File: src/hw/rtl/cmtr_pkg.sv
// Shared types, constants and helper functions for the CJK multibyte text reader.
// Used by the register, decode, queue and top-level RTL files; depends on nothing.
`default_nettype none
package cmtr_pkg;

  localparam int COUNT_BITS = 16;
  localparam int CNT_EXT    = (COUNT_BITS > 16) ? COUNT_BITS : 16;
  localparam int QUEUE_DEPTH = 4;
  localparam int QCNT_BITS   = $clog2(QUEUE_DEPTH + 1);

  typedef logic [COUNT_BITS-1:0] count_t;
  typedef logic [QCNT_BITS-1:0]  qcount_t;

  localparam logic [2:0] ENC_SINGLE = 3'd0;
  localparam logic [2:0] ENC_HANGUL = 3'd1;
  localparam logic [2:0] ENC_BIG5   = 3'd2;
  localparam logic [2:0] ENC_SJIS   = 3'd3;
  localparam logic [2:0] ENC_GB2312 = 3'd4;

  localparam logic REG_MB_ENABLE = 1'b0;
  localparam logic REG_ENCODING  = 1'b1;

  localparam logic [7:0] CH_LF    = 8'h0a;
  localparam logic [7:0] CH_CR    = 8'h0d;
  localparam logic [7:0] CH_EXCL  = 8'h21;
  localparam logic [7:0] CH_COMMA = 8'h2c;
  localparam logic [7:0] CH_DOT   = 8'h2e;
  localparam logic [7:0] CH_ZERO  = 8'h30;
  localparam logic [7:0] CH_NINE  = 8'h39;
  localparam logic [7:0] CH_COLON = 8'h3a;
  localparam logic [7:0] CH_SEMI  = 8'h3b;
  localparam logic [7:0] CH_QUES  = 8'h3f;
  localparam logic [7:0] CH_CARET = 8'h5e;

  localparam logic [15:0] BIG5_PUNCT_LO = 16'ha140;
  localparam logic [15:0] BIG5_PUNCT_HI = 16'ha154;
  localparam logic [15:0] SJIS_PUNCT_LO = 16'h8140;
  localparam logic [15:0] SJIS_PUNCT_HI = 16'h8152;
  localparam logic [15:0] GB_PUNCT_LO   = 16'ha1a1;
  localparam logic [15:0] GB_PUNCT_HI   = 16'ha1ae;

  localparam logic [7:0] HANGUL_LEAD_LO  = 8'hb0;
  localparam logic [7:0] HANGUL_LEAD_HI  = 8'hc8;
  localparam logic [7:0] HIGH_TRAIL_LO   = 8'ha1;
  localparam logic [7:0] HIGH_TRAIL_HI   = 8'hfe;
  localparam logic [7:0] SJIS_LEAD_LO    = 8'h81;
  localparam logic [7:0] SJIS_LEAD_HI    = 8'h9f;
  localparam logic [7:0] SJIS_LEAD2_LO   = 8'he0;
  localparam logic [7:0] SJIS_LEAD2_HI   = 8'hef;
  localparam logic [7:0] LOW_TRAIL_LO    = 8'h40;
  localparam logic [7:0] LOW_TRAIL_HI    = 8'h7e;
  localparam logic [7:0] SJIS_TRAIL2_LO  = 8'h80;
  localparam logic [7:0] SJIS_TRAIL2_HI  = 8'hfc;
  localparam logic [7:0] BIG5_LEAD_LO    = 8'ha1;
  localparam logic [7:0] BIG5_LEAD_HI    = 8'hc6;
  localparam logic [7:0] BIG5_LEAD2_LO   = 8'hc9;
  localparam logic [7:0] BIG5_LEAD2_HI   = 8'hf9;
  localparam logic [7:0] GB_LEAD_LO      = 8'ha1;
  localparam logic [7:0] GB_LEAD_HI      = 8'hf7;

  typedef struct packed {
    logic       multibyte_enable;
    logic [2:0] encoding;
  } cfg_t;

  typedef struct packed {
    logic [15:0] char_code;
    logic        two_byte;
    logic        trailing_punct;
    logic        counted;
    logic        colour_code;
    logic [15:0] printable_count;
    logic        last_of_string;
  } result_t;

  typedef struct packed {
    logic [1:0] n_results;
    result_t    first;
    result_t    second;
    logic [7:0] held_byte;
    logic       held_valid;
    count_t     total;
  } dec_t;

  function automatic logic in_range(input logic [7:0] v, input logic [7:0] lo,
                                    input logic [7:0] hi);
    return (v >= lo) && (v <= hi);
  endfunction

  function automatic count_t sat_inc(input count_t total, input logic bump);
    return (bump && (total != '1)) ? count_t'(total + 1'b1) : total;
  endfunction

  function automatic logic [15:0] show_count(input count_t total);
    logic [CNT_EXT-1:0] ext;
    ext = CNT_EXT'(total);
    return (ext > CNT_EXT'(16'hffff)) ? 16'hffff : ext[15:0];
  endfunction

  function automatic logic single_punct(input logic [7:0] b);
    logic p;
    case (b) inside
      CH_EXCL, CH_QUES, CH_COMMA, CH_DOT, CH_SEMI, CH_COLON: p = 1'b1;
      default: p = 1'b0;
    endcase
    return p;
  endfunction

endpackage
`default_nettype wire

File: src/hw/rtl/cmtr_in_if.sv
// Input channel of the text reader: valid/ready handshake with one text byte.
// Stands alone; no package needed.
`default_nettype none
interface cmtr_in_if;
  logic       valid;
  logic       ready;
  logic [7:0] text_byte;
  logic       end_of_string;

  modport source(output valid, output text_byte, output end_of_string, input ready);
  modport sink(input valid, input text_byte, input end_of_string, output ready);
endinterface
`default_nettype wire

File: src/hw/rtl/cmtr_out_if.sv
// Output channel of the text reader: valid/ready handshake with one decoded character.
// Stands alone; no package needed.
`default_nettype none
interface cmtr_out_if;
  logic        valid;
  logic        ready;
  logic [15:0] char_code;
  logic        two_byte;
  logic        trailing_punct;
  logic        counted;
  logic        colour_code;
  logic [15:0] printable_count;
  logic        last_of_string;

  modport source(output valid, output char_code, output two_byte, output trailing_punct,
                 output counted, output colour_code, output printable_count,
                 output last_of_string, input ready);
  modport sink(input valid, input char_code, input two_byte, input trailing_punct,
               input counted, input colour_code, input printable_count,
               input last_of_string, output ready);
endinterface
`default_nettype wire

File: src/hw/rtl/cmtr_apb_regs.sv
// APB configuration registers: multibyte enable and encoding select.
// Depends on cmtr_pkg.
`default_nettype none
module cmtr_apb_regs (
  input  wire logic           clk,
  input  wire logic           rst,
  input  wire logic           psel,
  input  wire logic           penable,
  input  wire logic           pwrite,
  input  wire logic [2:0]     paddr,
  input  wire logic [31:0]    pwdata,
  output logic [31:0]         prdata,
  output logic                pready,
  output cmtr_pkg::cfg_t      cfg
);
  import cmtr_pkg::*;

  logic wr;

  assign pready = 1'b1;
  assign wr     = psel && penable && pwrite;

  always_ff @(posedge clk) begin
    if (rst) begin
      cfg <= '0;
    end else if (wr) begin
      unique case (paddr[2])
        REG_MB_ENABLE: cfg.multibyte_enable <= pwdata[0];
        REG_ENCODING:  cfg.encoding         <= pwdata[2:0];
        default:       cfg                  <= cfg;
      endcase
    end
  end

  always_comb begin
    unique case (paddr[2])
      REG_MB_ENABLE: prdata = {31'b0, cfg.multibyte_enable};
      REG_ENCODING:  prdata = {29'b0, cfg.encoding};
      default:       prdata = '0;
    endcase
  end
endmodule
`default_nettype wire

File: src/hw/rtl/cmtr_decode.sv
// Character decision for one staged byte against the held lookahead byte.
// Pair check, colour code, punctuation and printable count; depends on cmtr_pkg.
`default_nettype none
module cmtr_decode (
  input  wire cmtr_pkg::cfg_t  cfg,
  input  wire logic            held_valid,
  input  wire logic [7:0]      held_byte,
  input  wire cmtr_pkg::count_t total,
  input  wire logic [7:0]      text_byte,
  input  wire logic            end_of_string,
  output cmtr_pkg::dec_t       dec
);
  import cmtr_pkg::*;

  logic        pair_ok;
  logic        pair_punct;
  logic [15:0] code;
  logic        is_colour;
  count_t      cnt0;
  count_t      cnt1;
  dec_t        pre;

  assign code = {held_byte, text_byte};

  always_comb begin
    pair_ok    = 1'b0;
    pair_punct = 1'b0;
    unique case (cfg.encoding)
      ENC_HANGUL: begin
        pair_ok = in_range(held_byte, HANGUL_LEAD_LO, HANGUL_LEAD_HI) &&
                  in_range(text_byte, HIGH_TRAIL_LO, HIGH_TRAIL_HI);
      end
      ENC_BIG5: begin
        pair_ok = (in_range(held_byte, BIG5_LEAD_LO, BIG5_LEAD_HI) ||
                   in_range(held_byte, BIG5_LEAD2_LO, BIG5_LEAD2_HI)) &&
                  (in_range(text_byte, LOW_TRAIL_LO, LOW_TRAIL_HI) ||
                   in_range(text_byte, HIGH_TRAIL_LO, HIGH_TRAIL_HI));
        pair_punct = (code >= BIG5_PUNCT_LO) && (code < BIG5_PUNCT_HI);
      end
      ENC_SJIS: begin
        pair_ok = (in_range(held_byte, SJIS_LEAD_LO, SJIS_LEAD_HI) ||
                   in_range(held_byte, SJIS_LEAD2_LO, SJIS_LEAD2_HI)) &&
                  (in_range(text_byte, LOW_TRAIL_LO, LOW_TRAIL_HI) ||
                   in_range(text_byte, SJIS_TRAIL2_LO, SJIS_TRAIL2_HI));
        pair_punct = (code >= SJIS_PUNCT_LO) && (code < SJIS_PUNCT_HI);
      end
      ENC_GB2312: begin
        pair_ok = in_range(held_byte, GB_LEAD_LO, GB_LEAD_HI) &&
                  in_range(text_byte, HIGH_TRAIL_LO, HIGH_TRAIL_HI);
        pair_punct = (code >= GB_PUNCT_LO) && (code < GB_PUNCT_HI);
      end
      default: begin
        pair_ok    = 1'b0;
        pair_punct = 1'b0;
      end
    endcase
    pair_ok    = pair_ok && cfg.multibyte_enable;
    pair_punct = pair_punct && pair_ok;
  end

  assign is_colour = (held_byte == CH_CARET) && in_range(text_byte, CH_ZERO, CH_NINE);

  always_comb begin
    pre            = '0;
    pre.held_byte  = held_byte;
    pre.held_valid = held_valid;

    if (!held_valid) begin
      if (!end_of_string) begin
        pre.held_byte  = text_byte;
        pre.held_valid = 1'b1;
      end else begin
        pre.n_results            = 2'd1;
        pre.first.char_code      = {8'h00, text_byte};
        pre.first.trailing_punct = single_punct(text_byte);
        pre.first.counted        = (text_byte != CH_LF) && (text_byte != CH_CR);
        pre.first.last_of_string = 1'b1;
      end
    end else if (pair_ok) begin
      pre.n_results            = 2'd1;
      pre.first.char_code      = code;
      pre.first.two_byte       = 1'b1;
      pre.first.trailing_punct = pair_punct;
      pre.first.counted        = 1'b1;
      pre.first.last_of_string = end_of_string;
      pre.held_valid           = 1'b0;
    end else if (is_colour) begin
      pre.n_results            = 2'd1;
      pre.first.char_code      = {8'h00, CH_CARET};
      pre.first.colour_code    = 1'b1;
      pre.first.last_of_string = end_of_string;
      pre.held_valid           = 1'b0;
    end else begin
      pre.n_results            = 2'd1;
      pre.first.char_code      = {8'h00, held_byte};
      pre.first.trailing_punct = single_punct(held_byte);
      pre.first.counted        = (held_byte != CH_LF) && (held_byte != CH_CR);
      if (end_of_string) begin
        pre.n_results             = 2'd2;
        pre.second.char_code      = {8'h00, text_byte};
        pre.second.trailing_punct = single_punct(text_byte);
        pre.second.counted        = (text_byte != CH_LF) && (text_byte != CH_CR);
        pre.second.last_of_string = 1'b1;
        pre.held_valid            = 1'b0;
      end else begin
        pre.held_byte = text_byte;
      end
    end

    if (end_of_string || !pre.held_valid) begin
      pre.held_byte = '0;
    end
    if (end_of_string) begin
      pre.held_valid = 1'b0;
    end
  end

  assign cnt0 = sat_inc(total, pre.first.counted);
  assign cnt1 = sat_inc(cnt0, pre.second.counted);

  always_comb begin
    dec                        = pre;
    dec.first.printable_count  = show_count(cnt0);
    dec.second.printable_count = show_count(cnt1);
    if (end_of_string) begin
      dec.total = '0;
    end else if (pre.n_results == 2'd1) begin
      dec.total = cnt0;
    end else begin
      dec.total = total;
    end
  end
endmodule
`default_nettype wire

File: src/hw/rtl/cmtr_result_queue.sv
// Result queue: takes up to two decoded characters per cycle, hands out one per transaction.
// Depends on cmtr_pkg and cmtr_out_if.
`default_nettype none
module cmtr_result_queue (
  input  wire logic       clk,
  input  wire logic       rst,
  input  wire logic       push,
  input  wire logic [1:0] n_results,
  input  wire cmtr_pkg::result_t first,
  input  wire cmtr_pkg::result_t second,
  output logic            room,
  cmtr_out_if.source      char_out
);
  import cmtr_pkg::*;

  result_t q [QUEUE_DEPTH];
  result_t q_next [QUEUE_DEPTH];
  result_t shifted [QUEUE_DEPTH];
  qcount_t count;
  qcount_t count_next;
  qcount_t base;
  logic    pop;

  assign pop  = (count != '0) && char_out.ready;
  assign base = count - qcount_t'(pop);
  assign room = count <= qcount_t'(QUEUE_DEPTH - 2);

  always_comb begin
    shifted[QUEUE_DEPTH-1] = q[QUEUE_DEPTH-1];
    for (int i = 0; i < QUEUE_DEPTH - 1; i++) begin
      shifted[i] = pop ? q[i+1] : q[i];
    end
    for (int i = 0; i < QUEUE_DEPTH; i++) begin
      if (push && (n_results != 2'd0) && (base == qcount_t'(i))) begin
        q_next[i] = first;
      end else if (push && (n_results == 2'd2) && (base + 1'b1 == qcount_t'(i))) begin
        q_next[i] = second;
      end else begin
        q_next[i] = shifted[i];
      end
    end
    count_next = base + (push ? qcount_t'(n_results) : '0);
  end

  always_ff @(posedge clk) begin
    if (rst) begin
      count <= '0;
    end else begin
      count <= count_next;
    end
  end

  always_ff @(posedge clk) begin
    q <= q_next;
  end

  assign char_out.valid           = count != '0;
  assign char_out.char_code       = q[0].char_code;
  assign char_out.two_byte        = q[0].two_byte;
  assign char_out.trailing_punct  = q[0].trailing_punct;
  assign char_out.counted         = q[0].counted;
  assign char_out.colour_code     = q[0].colour_code;
  assign char_out.printable_count = q[0].printable_count;
  assign char_out.last_of_string  = q[0].last_of_string;
endmodule
`default_nettype wire

File: src/hw/rtl/cjk_multibyte_text_reader.sv
// Top level of the CJK multibyte text reader: input stage, lookahead state, decode, queue.
// Depends on cmtr_pkg, cmtr_in_if, cmtr_out_if, cmtr_apb_regs, cmtr_decode, cmtr_result_queue.
//
// The reader takes one text byte per clock cycle and turns the string into characters: a
// byte is registered in the input stage, decoded combinationally against the one held
// lookahead byte, and its zero, one or two results are pushed into a four-entry output
// queue while it has room; the head of the queue is offered on the output. A byte that
// completes a character, a colour code or a single byte gives one result; a byte that
// only fills the lookahead gives none; the final byte after an invalid pair gives two,
// and while results arrive faster than one per cycle the output port, which hands out one
// per cycle while ready is high, sets the pace. Input stalls only when the queue holds more
// than two results. Configuration must be written over APB at byte address 0 (multibyte
// enable) and 4 (encoding) only while the reader is idle; the block does not enforce this.
`default_nettype none
module cjk_multibyte_text_reader (
  input  wire logic        clk,
  input  wire logic        rst,
  cmtr_in_if.sink          text_in,
  cmtr_out_if.source       char_out,
  input  wire logic        psel,
  input  wire logic        penable,
  input  wire logic        pwrite,
  input  wire logic [2:0]  paddr,
  input  wire logic [31:0] pwdata,
  output logic [31:0]      prdata,
  output logic             pready
);
  import cmtr_pkg::*;

  cfg_t       cfg;
  dec_t       dec;
  logic       stg_valid;
  logic [7:0] stg_byte;
  logic       stg_eos;
  logic       held_valid;
  logic [7:0] held_byte;
  count_t     total;
  logic       room;
  logic       consume;

  assign consume       = stg_valid && room;
  assign text_in.ready = !stg_valid || room;

  cmtr_apb_regs u_regs (
    .clk     (clk),
    .rst     (rst),
    .psel    (psel),
    .penable (penable),
    .pwrite  (pwrite),
    .paddr   (paddr),
    .pwdata  (pwdata),
    .prdata  (prdata),
    .pready  (pready),
    .cfg     (cfg)
  );

  always_ff @(posedge clk) begin
    if (rst) begin
      stg_valid <= 1'b0;
    end else if (text_in.valid && text_in.ready) begin
      stg_valid <= 1'b1;
    end else if (consume) begin
      stg_valid <= 1'b0;
    end
  end

  always_ff @(posedge clk) begin
    if (text_in.valid && text_in.ready) begin
      stg_byte <= text_in.text_byte;
      stg_eos  <= text_in.end_of_string;
    end
  end

  cmtr_decode u_decode (
    .cfg           (cfg),
    .held_valid    (held_valid),
    .held_byte     (held_byte),
    .total         (total),
    .text_byte     (stg_byte),
    .end_of_string (stg_eos),
    .dec           (dec)
  );

  always_ff @(posedge clk) begin
    if (rst) begin
      held_valid <= 1'b0;
      held_byte  <= '0;
      total      <= '0;
    end else if (consume) begin
      held_valid <= dec.held_valid;
      held_byte  <= dec.held_byte;
      total      <= dec.total;
    end
  end

  cmtr_result_queue u_queue (
    .clk       (clk),
    .rst       (rst),
    .push      (consume),
    .n_results (dec.n_results),
    .first     (dec.first),
    .second    (dec.second),
    .room      (room),
    .char_out  (char_out)
  );
endmodule
`default_nettype wire

File: src/flat_wrapper.sv
// flat-port wrapper written by rule: the top's interface ports become plain ports
module cjk_multibyte_text_reader_flat import cmtr_pkg::*;
  (clk, rst, psel, penable, pwrite, paddr, pwdata, prdata, pready, text_in_valid, text_in_text_byte, text_in_end_of_string, text_in_ready, char_out_valid, char_out_char_code, char_out_two_byte, char_out_trailing_punct, char_out_counted, char_out_colour_code, char_out_printable_count, char_out_last_of_string, char_out_ready);
  cmtr_in_if text_in_i ();
  cmtr_out_if char_out_i ();
  input  wire logic clk;
  input  wire logic rst;
  input  wire logic psel;
  input  wire logic penable;
  input  wire logic pwrite;
  input  wire logic [2:0] paddr;
  input  wire logic [31:0] pwdata;
  output logic [31:0] prdata;
  output logic pready;
  input wire logic [$bits(text_in_i.valid)-1:0] text_in_valid;
  input wire logic [$bits(text_in_i.text_byte)-1:0] text_in_text_byte;
  input wire logic [$bits(text_in_i.end_of_string)-1:0] text_in_end_of_string;
  output wire logic [$bits(text_in_i.ready)-1:0] text_in_ready;
  output wire logic [$bits(char_out_i.valid)-1:0] char_out_valid;
  output wire logic [$bits(char_out_i.char_code)-1:0] char_out_char_code;
  output wire logic [$bits(char_out_i.two_byte)-1:0] char_out_two_byte;
  output wire logic [$bits(char_out_i.trailing_punct)-1:0] char_out_trailing_punct;
  output wire logic [$bits(char_out_i.counted)-1:0] char_out_counted;
  output wire logic [$bits(char_out_i.colour_code)-1:0] char_out_colour_code;
  output wire logic [$bits(char_out_i.printable_count)-1:0] char_out_printable_count;
  output wire logic [$bits(char_out_i.last_of_string)-1:0] char_out_last_of_string;
  input wire logic [$bits(char_out_i.ready)-1:0] char_out_ready;
  assign text_in_i.valid = text_in_valid;
  assign text_in_i.text_byte = text_in_text_byte;
  assign text_in_i.end_of_string = text_in_end_of_string;
  assign text_in_ready = text_in_i.ready;
  assign char_out_valid = char_out_i.valid;
  assign char_out_char_code = char_out_i.char_code;
  assign char_out_two_byte = char_out_i.two_byte;
  assign char_out_trailing_punct = char_out_i.trailing_punct;
  assign char_out_counted = char_out_i.counted;
  assign char_out_colour_code = char_out_i.colour_code;
  assign char_out_printable_count = char_out_i.printable_count;
  assign char_out_last_of_string = char_out_i.last_of_string;
  assign char_out_i.ready = char_out_ready;
  cjk_multibyte_text_reader u_core (.clk(clk), .rst(rst), .text_in(text_in_i), .char_out(char_out_i), .psel(psel), .penable(penable), .pwrite(pwrite), .paddr(paddr), .pwdata(pwdata), .prdata(prdata), .pready(pready));
endmodule
File: config.mk
export PLATFORM = sky130hd
export DESIGN_NAME = cjk_multibyte_text_reader_flat
export DESIGN_NICKNAME = d
export VERILOG_FILES = /design/src/hw/rtl/cmtr_pkg.sv /design/src/hw/rtl/cmtr_in_if.sv /design/src/hw/rtl/cmtr_out_if.sv /design/src/hw/rtl/cmtr_apb_regs.sv /design/src/hw/rtl/cmtr_decode.sv /design/src/hw/rtl/cmtr_result_queue.sv /design/src/hw/rtl/cjk_multibyte_text_reader.sv /design/src/flat_wrapper.sv
export SDC_FILE = /design/constraint.sdc
export NUM_CORES = 1
export LEC_CHECK = 0
export BUFFER_PORTS_ARGS = -buffer_cell sky130_fd_sc_hd__buf_2
export CORE_MARGIN = 2
export CORE_UTILIZATION = 40
export DETAILED_ROUTE_END_ITERATION = 6
export HOLD_SLACK_MARGIN = 0.02
export RECOVER_POWER = 100
export SLEW_MARGIN = 20
export SYNTH_ARGS = -nofsm -noshare
export SYNTH_HDL_FRONTEND = slang
export SYNTH_SLANG_ARGS = --single-unit
File: constraint.sdc
create_clock -name clk -period 4 [get_ports clk]
set_input_delay 0.8 -clock clk [delete_from_list [all_inputs] [get_ports clk]]
set_output_delay 0.8 -clock clk [all_outputs]
set_load 0.05 [all_outputs]
==> impl_metrics.toml <==
[status]
status = "finished, violations left"
failed_checks = "max-capacitance violations, max-slew violations"

[power_and_ir_drop]
p_per_area_nw_per_um2 = 579
ir_drop_uv = 278
swShare_pct = 37.8
p_leak_nw = 4.32
clock_power_share_pct = 26.5
p_int_mw = 4.39
power.switching_mw = 2.67
combPwrFrac_pct = 31.9
p_seq_share_pct = 41.6

[sta]
holdWs_ns = 0.524
final.setup_skew_ns = 0.0130
fmax_mhz = 259
fin_crit_sh_pct = 96.5
tns_ns = 0
worstMarginPinSlew_ns = 1.59
fin_crit_ns = 3.86
relSlewSlack_pct = -6.23
hold_viol = 0
rsz0062_at_grt = "true"
setup_viol = 0
slew_violations = 34

[critical_path]
path_class = "reg -> reg"
cp_max_fo = 9
cp_slowest_cell = "nor4_1"
cp-startpoint = "u_core.stg_byte[1]"
arrival_ns = 4.06
crit_top_cell = "buf_4"
crit_chain = "buf_4 -> o21ai_0 -> nand4_2 -> a32o_1 -> buf_4 -> mux2i_1 -> a22o_4 -> or3_1 -> nor4_1 -> o21bai_1 -> a21oi_1"
crit_path_start_kind = "register"
critPathMaxStageDelay_ns = 0.53
end_kind = "register"
rr_startpoint = "u_core.stg_byte[1]"
cp.required_ns = 4.20

[floorplanning]
die_h_um = 171
start_util_pct = 40.3
num_rows = 61
die-area_sq_um = 29200
design.core.area_sq_um = 27600
die_width_um = 171
io_pins = 123

[clocking]
cts_max_path_buffers = 2
clock_latency_ns = 0.44
ctsHtreeMaxLevel = 4
cts_buffers = 17
tritoncts = "done"
clk_pin_slew_ns = 0.08
post_cts_buffers = 0
root_buffer = "clkbuf_16"
clock-sinks = 190

[drt]
wl_um = 29800
first_iter_violations = 1023
dr_total_vias = 8928
wl_per_cell_um = 19.1
drcViolationCount = 0
ant_nets = 0
viasPerCell = 5.74
drtPass1Iterations = 6

[place]
dp_hpwl_um = 20600
placed_cells = 1524
port_buffers = 61
place_congestion = 0.886

[logic_synthesis]
netlist_area_sq_um = 11100
synth_xor_area_share_pct = 1.98
syn-mean-instance-area_sq_um = 9.77
synth_top_family_by_area = "compound AO/OA/AOI/OAI gates"
yosysWarnings = 0
yosys.area_share.adder_pct = 0.741
synth-async-reset-ratio_pct = 0
synth-simple-area-share_pct = 17.7
synth_edf_count = 157
synth_mux_area_share_pct = 1.71
synth_seq_cells = 190
ys_types = 88
synth_top_area_share_pct = 42.3
synth_ff_type = "edfxtp_1"
synthCells = 1140
synth_compound_area_share_pct = 21.4
synth.yosys.seq_area_share_pct = 48.3
yosysTopAreaCell = "edfxtp_1"
yosys-top-cells-area = "edfxtp_1, dfxtp_1, buf_4"

[layout]
final_cell_mix = "edfxtp_1, nor2_1, nand2_1"
fin_nets = 1222
syn_to_final_growth_pct = 9.57
n_antenna_cell = 0
drive_gt1_share_pct = 11.7
final_cells = 1556
regArea_sq_um = 5380
multiInputGateArea_sq_um = 4920
nFillCells = 2673
final_common_cell = "edfxtp_1"

[grt]
track_usage_pct = 20.8
grt_pass1_vias = 8157
antenna_found_initial = 0
grt_max_degree = 39
overflow = 0
grt_pass1_wl_um = 46700

[run]
cap_viol_max_count = 1

[worst_hold_path]
min-delay-start = "u_core.u_queue.q[57]"
min-delay-path-class = "reg -> reg"
## cells in the mapped netlist (18+ instances only)
cell type,n
o21ai_0,86
o22ai_1,26
and2_1,22
buf_4,66
clkbuf_1,65
edfxtp_1,157
and3_1,19
a22o_1,23
a211oi_1,18
nor2_1,105
a22oi_1,23
nand3_1,39
nand2_1,95
a21oi_1,75
dfxtp_1,33
nor3_1,18
## registers in the layout (all words and copies together) (netlist names), 3 cells and up
name / count
u_core.u_queue.char_out.char_code: 16
u_core.u_queue.count: 3
u_core.u_regs.cfg: 4
u_core.held_byte: 8
u_core.total: 16
u_core.u_queue.q: 111
u_core.stg_byte: 8
u_core.u_queue.char_out.printable_count: 16
## power by group through the flow
stage / combinational (mW) / sequential, mW / clock, mW
after global routing: 2.44 / 2.98 / 1.98
final: 2.26 / 2.94 / 1.87
after detailed placement: 2.36 / 2.98 / 0
after floorplan: 1.76 / 3.01 / 0
after global placement: 2.34 / 2.96 / 0
after CTS: 2.37 / 2.93 / 1.90
## final timing paths
| check | end | slack (ns) | cells past startpoint |
|---|---|---|---|
| setup reg to reg | u_core.u_queue.char_out.printable_count[12] | 0.14 | 11 |
| hold / removal | u_core.u_queue.q[94] | 0.52 | 1 |
| setup / recovery | u_core.u_queue.char_out.printable_count[12] | 0.14 | 11 |
| hold reg to reg | u_core.u_queue.q[94] | 0.52 | 1 |
## logic make-up after synthesis
kind of cell	count (synthesis)
AO/OA/AOI/OAI	355
XOR/XNOR	23
adder cells (fa/ha/maj)	6
buffers and inverters	165
flip-flops	190
multiplexers	16
other	2
AND/OR/NAND/NOR	383
## per-layer routing
| layer | up-vias | wire length (um) | GRT usage (%) |
|---|---|---|---|
| met5 | - | 0 | 0 |
| li1 | 4234 | - | - |
| met1 | 4256 | 14200 | 31.9 |
| met2 | 405 | 12700 | 30.6 |
| met4 | 0 | 487 | 5.53 |
| met3 | 33 | 2410 | 2.85 |
## final cells by class
cell class              instances  area share [%]
flip-flops and latches        190            44.0
clock buffers                  17            3.49
clock inverters                15            1.79
repair buffers                129            6.03
multi-input cells             813            40.3
well taps                     378            3.88
inverters                      14           0.431
## critical path: cells and delay by family (launching register included)
kind,cells,cell delay (ns)
buf+inv,2,0.41
mux,1,0.15
flops,1,0.44
simple gates,3,1.29
compound gates,5,1.31
## per-stage QoR
stage                     cell area, sq um  power, mW  worst slack, ns  util, %
after CTS                            12400       7.21            0.277     45.0
after detailed placement             11800       5.34            0.318     42.6
after floorplan                      11300       4.78          -0.0597        -
after global placement               11800       5.30            0.236     42.6
after global routing                 12200       7.41          -0.0452     44.2
final                                12200       7.06            0.140     44.2
## what timing repair did
| item | 4_1_cts | 5_1_grt |
|---|---|---|
| hold endpoints to repair | 0 | 0 |
| hold buffers | 0 | 0 |
| setup endpoints to repair | 0 | 4 |
| resized for setup | 0 | 0 |
No activity file was read; power rests on OpenSTA's default activity.
